==> src/design/imusc_pkg.sv <==
// ----------------------------------------------------------------------------
// imusc_pkg
// shared types and constants of the imu bias and six-point calibration block
// ----------------------------------------------------------------------------
package imusc_pkg;

  localparam int unsigned MAX_SAMPLES_DEF = 65535;
  localparam logic [15:0] MIN_SAMPLES_RST = 16'd50;
  // 2^40 * pi / (180 * 32.8)
  localparam logic [29:0] BIAS_K          = 30'd585063966;
  localparam logic [19:0] SCALE_UNITY     = 20'd65536;
  localparam logic [19:0] SCALE_MAX       = 20'd1048575;

  typedef enum logic [1:0] {
    OP_START   = 2'd0,
    OP_COLLECT = 2'd1,
    OP_FINISH  = 2'd2,
    OP_APPLY   = 2'd3
  } op_t;

  typedef enum logic [1:0] {
    KIND_REPORT = 2'd0,
    KIND_ERROR  = 2'd1,
    KIND_APPLY  = 2'd2
  } kind_t;

  typedef enum logic [3:0] {
    ST_IDLE,
    ST_ERR_OUT,
    ST_DIVM_GO,
    ST_DIVM_WAIT,
    ST_DIVB_GO,
    ST_DIVB_WAIT,
    ST_DIVS_GO,
    ST_DIVS_WAIT,
    ST_FIN_OUT,
    ST_APPLY_MUL,
    ST_APPLY_OUT
  } state_t;

  typedef struct packed {
    op_t                op;
    logic signed [15:0] ax;
    logic signed [15:0] ay;
    logic signed [15:0] az;
    logic signed [15:0] gx;
    logic signed [15:0] gy;
    logic signed [15:0] gz;
  } item_t;

  typedef struct packed {
    kind_t              kind;
    logic [1:0]         axis;
    logic               last;
    logic signed [15:0] gyro_trim;
    logic signed [31:0] gyro_bias_rad;
    logic signed [15:0] accel_mid;
    logic [19:0]        accel_gain;
    logic               axis_valid;
    logic signed [15:0] cal_x;
    logic signed [15:0] cal_y;
    logic signed [15:0] cal_z;
    logic               calibrated;
  } res_t;

  // handshake between the front queue and the back sequencer
  typedef struct packed {
    logic  valid;
    item_t item;
  } queue_out_t;

endpackage

==> src/design/imusc_front.sv <==
// ----------------------------------------------------------------------------
// imusc_front
// accepts input transactions, decodes the operation, two-entry queue
// ----------------------------------------------------------------------------
module imusc_front import imusc_pkg::*; (
  input  logic               clk,
  input  logic               rst,
  input  logic               in_valid,
  output logic               in_ready,
  input  logic [1:0]         operation,
  input  logic signed [15:0] accel_x,
  input  logic signed [15:0] accel_y,
  input  logic signed [15:0] accel_z,
  input  logic signed [15:0] gyro_x,
  input  logic signed [15:0] gyro_y,
  input  logic signed [15:0] gyro_z,
  output queue_out_t         q_out,
  input  logic               q_pop
);

  item_t      mem [2];
  logic       wr_ptr;
  logic       rd_ptr;
  logic [1:0] count;
  logic       push;
  logic       pop;
  item_t      item_in;

  assign in_ready = (count != 2'd2);
  assign push     = in_valid && in_ready;
  assign pop      = q_pop && (count != 2'd0);

  always_comb begin
    item_in.op = op_t'(operation);
    item_in.ax = accel_x;
    item_in.ay = accel_y;
    item_in.az = accel_z;
    item_in.gx = gyro_x;
    item_in.gy = gyro_y;
    item_in.gz = gyro_z;
  end

  always_ff @(posedge clk) begin
    if (push) begin
      mem[wr_ptr] <= item_in;
    end
  end

  always_ff @(posedge clk) begin
    if (rst) begin
      wr_ptr <= 1'b0;
      rd_ptr <= 1'b0;
      count  <= 2'd0;
    end else begin
      if (push) wr_ptr <= ~wr_ptr;
      if (pop)  rd_ptr <= ~rd_ptr;
      count <= count + {1'b0, push} - {1'b0, pop};
    end
  end

  assign q_out.valid = (count != 2'd0);
  assign q_out.item  = mem[rd_ptr];

endmodule

==> config.mk <==
export PLATFORM = sky130hd
export DESIGN_NAME = imusc_front
export DESIGN_NICKNAME = d
export VERILOG_FILES = /design/src/design/imusc_pkg.sv /design/src/design/imusc_front.sv
export SDC_FILE = /design/constraint.sdc
export NUM_CORES = 1
export LEC_CHECK = 0
export ABC_AREA = 1
export BUFFER_PORTS_ARGS = -buffer_cell sky130_fd_sc_hd__buf_2
export CORE_ASPECT_RATIO = 2
export CORE_MARGIN = 4
export CORE_UTILIZATION = 45
export CTS_BUF_LIST = sky130_fd_sc_hd__clkbuf_4 sky130_fd_sc_hd__clkbuf_8 sky130_fd_sc_hd__clkbuf_16
export DETAILED_ROUTE_END_ITERATION = 16
export GPL_TIMING_DRIVEN = 1
export PLACE_DENSITY = 0.74
export SYNTH_ARGS = -nofsm -noshare
export SYNTH_HDL_FRONTEND = slang
export SYNTH_SLANG_ARGS = --single-unit
==> constraint.sdc <==
create_clock -name clk -period 5.37 [get_ports clk]
set_input_delay 0.2685 -clock clk [delete_from_list [all_inputs] [get_ports clk]]
set_output_delay 0.2685 -clock clk [all_outputs]
set_load 0.01 [all_outputs]
==> results of run 1 <==
## final timing paths
path / start / endpoint / cells after the start
worst max-delay path: register / q_out[52] / 3
worst min register to register: rd_ptr$_SDFFE_PP0P_ / rd_ptr$_SDFFE_PP0P_ / 2
worst max register to register: count[0]$_SDFF_PP0_ / mem[0][56]$_DFFE_PP_ / 6
worst min-delay path: gyro_z[7] / mem[1][7]$_DFFE_PP_ / 1
## worst reg2reg max path: stages, from the launching register on
cell	delay, ps
dfxtp_1	360
inv_1	60
nand2_1	110
nand2_1	130
nor2_4	100
buf_4	520
buf_4	710
## sequential cells by signal, indices dropped and copies added, names as in the netlist, named ones only
name    cells
count       2
rd_ptr      1
mem       196
wr_ptr      1
## metrics by stage
step                      instance area [sq um]   util  power, W  setup slack [ps]
final                                     10100  0.624   0.00430              2510
after CTS                                 10100  0.624   0.00434              2500
after floorplan                            7390      -   0.00273               110
after global placement                     8610  0.532   0.00304              3070
after global routing                      10100  0.624   0.00450              2370
after detailed placement                   8610  0.532   0.00309              2960
## cells in the final DEF, fill, tap and decap left out, drive strengths merged
cell type    synthesis  routed
inv                  8       8
ha                   2       2
dfxtp                5       5
bufinv               0       2
nor2                 9       9
nand3                3       3
buf                 11     205
a21oi                2       2
clkbuf               0      20
dlygate4sd3          0      95
nand2                8       8
edfxtp             196     196
clkinv               0       7
mux2                98      98
## cells by family (layout without fill, tap and decap cells)
logic type / count (synthesis) / count (layout) / share of synthesized area
AO/OA/AOI/OAI: 2 / 2 / 0.00135
adder cells (fa/ha/maj): 2 / 2 / 0.00339
buffers and inverters: 19 / 337 / 0.0149
flip-flops: 201 / 201 / 0.810
multiplexers: 98 / 98 / 0.160
AND/OR/NAND/NOR: 20 / 20 / 0.0107
## report_power, final
group	switching, W	internal, W
clock network	0.000503	0.000693
registers	0.000104	0.00199
logic	0.000514	0.000495
total	0.00112	0.00317
## layer usage
layer / GRT usage / wire length (um) / share of wire / up-vias
met1: 0.172 / 5100 / 0.32 / 2065
met5: 0 / 0 / 0 / -
met3: 0.0277 / 830 / 0.052 / 44
li1: - / - / - / 1955
met4: 0.0821 / 651 / 0.041 / 0
met2: 0.329 / 9420 / 0.59 / 153
## synth_stat cells
cell      count  area, sq um
buf_6         4         45.0
nor2_1        9         33.8
ha_1          2         25.0
dfxtp_1       5          100
nand2_1       8         30.0
nand3_1       3         15.0
mux2_2       78          878
edfxtp_1    196         5890
mux2_4       20          300
inv_1         8         30.0
buf_2         7         35.0
a21oi_1       2         10.0
## area by class of cell
type                    count  area (sq um)  area share
clock buffers              20           448      0.0443
repair buffers            300          1990       0.197
well taps                 204           255      0.0253
clock inverters             9          92.6     0.00916
flip-flops and latches    201          5990       0.593
multi-input cells         122          1300       0.129
inverters                   8          32.5     0.00322
## what timing repair did
action,CTS,global route
hold buffers,94,1
buffers inserted,0,0
hold endpoints to repair,186,2
==> summary.txt, run 1 <==
Layout
  • Area growth, synth to finish: 36.8%
  • Fin nets: 754
  • Non-filler instance count after layout: 864
  • Fraction of layout cells with a size suffix above 1: 0.505
  • # diodes: 0
  • Fill cells: 1175

Worst setup path
  • WP data required: 5100 ps
  • Crit-path max FO: 51
  • CP peak stage delay: 780 ps
  • Critical setup path kind: register to primary output
  • Endpoint class of the critical path: primary output
  • R2R Setup Slk: 2980 ps
  • Crit-path cells: buf_4, mux2_2, buf_2
  • Crit-path slowest cell: dfxtp_4
  • CP Launch Type: register
  • Worst EP arrival: 2590 ps
  • Crit-path leading delay family: buffers and inverters
  • Bufs and invs on worst path: 2

Die
  • Row count: 66
  • Die W: 98.6 um
  • Die Height: 189 um
  • # IOs: 202
  • Initial Util: 0.456
  • Core Box Area: 16200 sq um
  • Die ar.: 18700 sq um

STA
  • TNS Setup: 0 ps
  • Max_slew headroom: 0.515
  • Post-Route Skew: 6.05 ps
  • Worst-Margin Slew: 728 ps
  • Max Clk Rate: 0.350 GHz
  • RSZ-0062 raised after global routing: no
  • Hold Fails Final Rpt: 0
  • Final Critical Period: 2860 ps
  • # setup viols final: 0
  • Tcrit/Tclk final: 0.532
  • Hold WS: 16.4 ps
  • Pins over their slew limit: 0

GRT
  • First-pass GRT wire length: 24.7 mm
  • Vias in the first global route: 4766
  • Global-route usage over all layers: 0.170
  • GRT Residual Overflow: 0
  • Initial antenna violation count: 0
  • Pin count of the biggest net entering global routing: 54

Power
  • Pwr dens: 425 nW/um^2
  • Maximum vdd drop: 315 uV
  • Leakage power: 3.88 nW

Drt
  • 1st-iter DRT viols: 201
  • Average wire per standard cell: 18.5 um
  • Vias: 4217
  • DRT Pass-1 Iters: 4
  • Antenna-violating nets left: 0
  • Detailed Route WL: 16.0 mm
  • Avg Vias per Cell: 4.88
  • # DRC: 0

Place
  • Post-Place Cells: 740
  • Post-DP HPWL: 10.5 mm
  • RD Place Congestion: 0.756
  • Port Buffers: 201

CTS
  • PostCTS Resize Cnt: 0
  • CTS Sinks: 201
  • TritonCTS buffer count: 17
  • Reg clk slew, reported paths: 70 ps
  • Clk_lat worst skew: 460 ps
  • TritonCTS clock tree: yes
  • CTS Root Cell: clkbuf_16
  • CTS max path bufs: 3
  • H-Tree Depth: 1

Synthesis
  • Distinct cells, synth: 12
  • Number of synthesized register bits: 201
  • Synth Instances: 342
  • Ys Warns: 0
  • Syn Area/Cell: 21.6 sq um
  • Syn Nets: 446
  • Synthesized cell area: 7390 sq um
  • Post-synthesis sequential area ratio: 0.810

Run status
  • Status: finished clean

Min path
  • Tightest Hold Check Type: input port to register

Job
  • Max-Cap Viols: 0
Note: power is estimated with default switching activity, not from simulation.
==> inputs of run 2 (changes only) <==
--- a/config.mk
+++ b/config.mk
@@ -5,7 +5,7 @@
 export SDC_FILE = /design/constraint.sdc
 export NUM_CORES = 1
 export LEC_CHECK = 0
-export ABC_AREA = 1
+export ABC_AREA = 0
 export BUFFER_PORTS_ARGS = -buffer_cell sky130_fd_sc_hd__buf_2
 export CORE_ASPECT_RATIO = 2
 export CORE_MARGIN = 4
@@ -13,7 +13,7 @@
 export CTS_BUF_LIST = sky130_fd_sc_hd__clkbuf_4 sky130_fd_sc_hd__clkbuf_8 sky130_fd_sc_hd__clkbuf_16
 export DETAILED_ROUTE_END_ITERATION = 16
 export GPL_TIMING_DRIVEN = 1
-export PLACE_DENSITY = 0.74
+export PLACE_DENSITY = 0.71
 export SYNTH_ARGS = -nofsm -noshare
 export SYNTH_HDL_FRONTEND = slang
 export SYNTH_SLANG_ARGS = --single-unit
==> constraint.sdc (replaced) <==
create_clock -name clk -period 2.7 [get_ports clk]
set_input_delay 0.135 -clock clk [delete_from_list [all_inputs] [get_ports clk]]
set_output_delay 0.135 -clock clk [all_outputs]
set_load 0.01 [all_outputs]
==> run 2 against run 1 <==
Net effect:
- cell count increased by 0.12%
- largest cell class unchanged
- sequential cell count did not move
- power rose by 110%
- sequential power is 96% higher
- worst setup slack got worse by 1900 ps
- clock skew rose by 1.9 ps
- utilization grew 1.5 points
- critical endpoint is now q_out[62]
- clock power grew 140%
- highest routed layer unchanged
- count of clock-buffer cells in the layout is 2 higher
==> summary.txt, run 2 <==
Run status
  • Status: finished clean

GRT
  • Vias in the first global route: 4777
  • First-pass GRT wire length: 24.3 mm
  • Global-route usage over all layers: 0.167
  • GRT Residual Overflow: 0
  • Initial antenna violation count: 2
  • Pin count of the biggest net entering global routing: 51

Die
  • Die W: 98.5 um
  • Die Height: 189 um
  • Core Box Area: 16200 sq um
  • Die ar.: 18600 sq um
  • Initial Util: 0.455
  • Row count: 66
  • # IOs: 202

Worst setup path
  • Crit-path max FO: 33
  • Critical setup path kind: register to primary output
  • WP data required: 2570 ps
  • Endpoint class of the critical path: primary output
  • CP Launch Type: register
  • FF-to-FF Start: count[0]$_SDFF_PP0_
  • Worst EP arrival: 1980 ps

CTS
  • Post-CTS setup buffers: 0
  • Clk_lat worst skew: 470 ps
  • TritonCTS clock tree: yes
  • CTS max path bufs: 3
  • CTS Sinks: 201
  • CTS Root Cell: clkbuf_16
  • H-Tree Depth: 1
  • TritonCTS buffer count: 18
  • Reg clk slew, reported paths: 60 ps

Drt
  • Vias: 4214
  • Avg Vias per Cell: 4.87
  • Uppermost layer routed: met4
  • WL met3: 807 um
  • Detailed Route WL: 16.0 mm
  • Met1 wire length: 5.14 mm
  • DRT Pass-1 Iters: 4
  • # DRC: 0
  • 1st-iter DRT viols: 138
  • Average wire per standard cell: 18.5 um
  • Met2 WL: 9.21 mm
  • Antenna-violating nets left: 0

Layout
  • Largest register FFs: 196
  • Fill cells: 1133
  • Fraction of layout cells with a size suffix above 1: 0.520
  • Area growth, synth to finish: 40.3%
  • Most common cell after layout, fill and taps aside: buf_2
  • Largest regs: mem x196, count x2
  • Fin nets: 750
  • Biggest register: mem
  • Most frequent cells in the layout: buf_2 (201), edfxtp_1 (196), dlygate4sd3_1 (99), mux2_2 (79), mux2_4 (20)
  • Design Area, Final: 10300 sq um

Synthesis
  • Count leader, synth: edfxtp_1
  • Distinct cells, synth: 17
  • Synth Instances: 329
  • Post-synth EDFFs: 196
  • Asr flop ratio synth: 0
  • Yosys top cell area share: 0.798
  • Top post-synthesis cells by area: edfxtp_1 (80%), mux2_2 (12%), mux2_4 (4.1%)
  • Post-synth top flop: edfxtp_1
  • Ys Warns: 0
  • Commonest cells in the netlist: edfxtp_1 (196), mux2_2 (79), mux2_4 (20), buf_2 (7)
  • Post-synthesis sequential area ratio: 0.812
  • Synthesized cell area: 7370 sq um
  • Syn Nets: 433
  • Syn Area/Cell: 22.4 sq um
  • Synth area leader: edfxtp_1
  • Number of synthesized register bits: 201

Power
  • Sequential Power Share: 0.450
  • Leakage power: 3.96 nW
  • Clk pwr share: 0.313
  • Maximum vdd drop: 1120 uV
  • Pwr dens: 880 nW/um^2
  • Internal power: 0.00679 W
  • Pwr Total: 0.00910 W
  • Switching power: 0.00231 W
  • Switching part of the total: 0.254
  • Logic pwr share: 0.237

STA
  • Pins over their slew limit: 0
  • Hold Fails Final Rpt: 0
  • Max Clk Rate: 0.473 GHz
  • Final Critical Period: 2120 ps
  • RSZ-0062 raised after global routing: no
  • Hold WS: 88.2 ps
  • # setup viols final: 0
  • Worst-Margin Slew: 681 ps
  • Max_slew headroom: 0.546
  • Post-Route Skew: 7.95 ps
  • Worst Slack Setup Final: 585 ps
  • Tcrit/Tclk final: 0.783
  • TNS Setup: 0 ps

Place
  • Post-DP Area: 8670 sq um
  • Pre-CTS setup slack: 940 ps
  • RD Place Congestion: 0.779
  • Port Buffers: 201
  • Post-DP HPWL: 10.0 mm

Min path
  • Tightest Hold Check Type: input port to register
  • Hold_sp: q_pop

Job
  • Max-Cap Viols: 0
-- run 2: worst paths after layout --
kind	to	slack, ps	cells after the start
max	q_out[62]	580	3
min	rd_ptr$_SDFFE_PP0P_	90	4
max reg2reg	count[1]$_SDFF_PP0_	900	8
min reg2reg	rd_ptr$_SDFFE_PP0P_	520	2
-- run 2: repair_timing --
action | in CTS | in global routing
resized for setup | 0 | 0
endpoints found under the hold margin | 200 | 0
hold buffers | 99 | 0
-- run 2: power by group through the flow --
stage               clock (W)  combinational [W]  sequential [W]
finish                0.00285            0.00216         0.00409
global route          0.00305            0.00230         0.00413
CTS                   0.00292            0.00217         0.00409
detailed placement          0            0.00204         0.00416
global placement            0            0.00200         0.00413
floorplan                   0            0.00133         0.00406
-- run 2: area by class of cell --
cell class,count,area [sq um],share of cell area
clock buffers,22,498,0.0482
repair buffers,308,2090,0.203
inverters,1,3.75,0.000363
multi-input cells,116,1320,0.127
flip-flops and latches,201,5990,0.579
diodes,3,7.51,0.000726
clock inverters,10,176,0.0171
well taps,204,255,0.0247
-- run 2: kinds of logic (layout without fill, tap and decap cells) --
kind of cell	count (synthesis)	count (layout)	share of synthesized area
AO/OA/AOI/OAI	1	1	0.00102
XOR/XNOR	3	3	0.00356
adder cells (fa/ha/maj)	2	2	0.00339
buffers and inverters	12	341	0.0114
flip-flops	201	201	0.812
multiplexers	99	99	0.161
other	0	3	0
AND/OR/NAND/NOR	11	11	0.00730
-- run 2: per-layer routing --
layer / track usage / up-vias
li1: - / 1934
met2: 0.320 / 161
met3: 0.0262 / 54
met1: 0.164 / 2065
met5: 0 / -
met4: 0.0957 / 0
-- run 2: worst max-delay path, cell delays in order, from the launching register on --
cell     delay, ps
dfxtp_4        640
buf_4          330
mux2_2         390
buf_2          140
-- run 2: metrics by stage --
stage,cells,utilization
3_5_place_dp,731,0.535
5_1_grt,864,0.639
4_1_cts,862,0.638
3_3_place_gp,731,0.535
6_report,865,0.639
2_1_floorplan,329,-
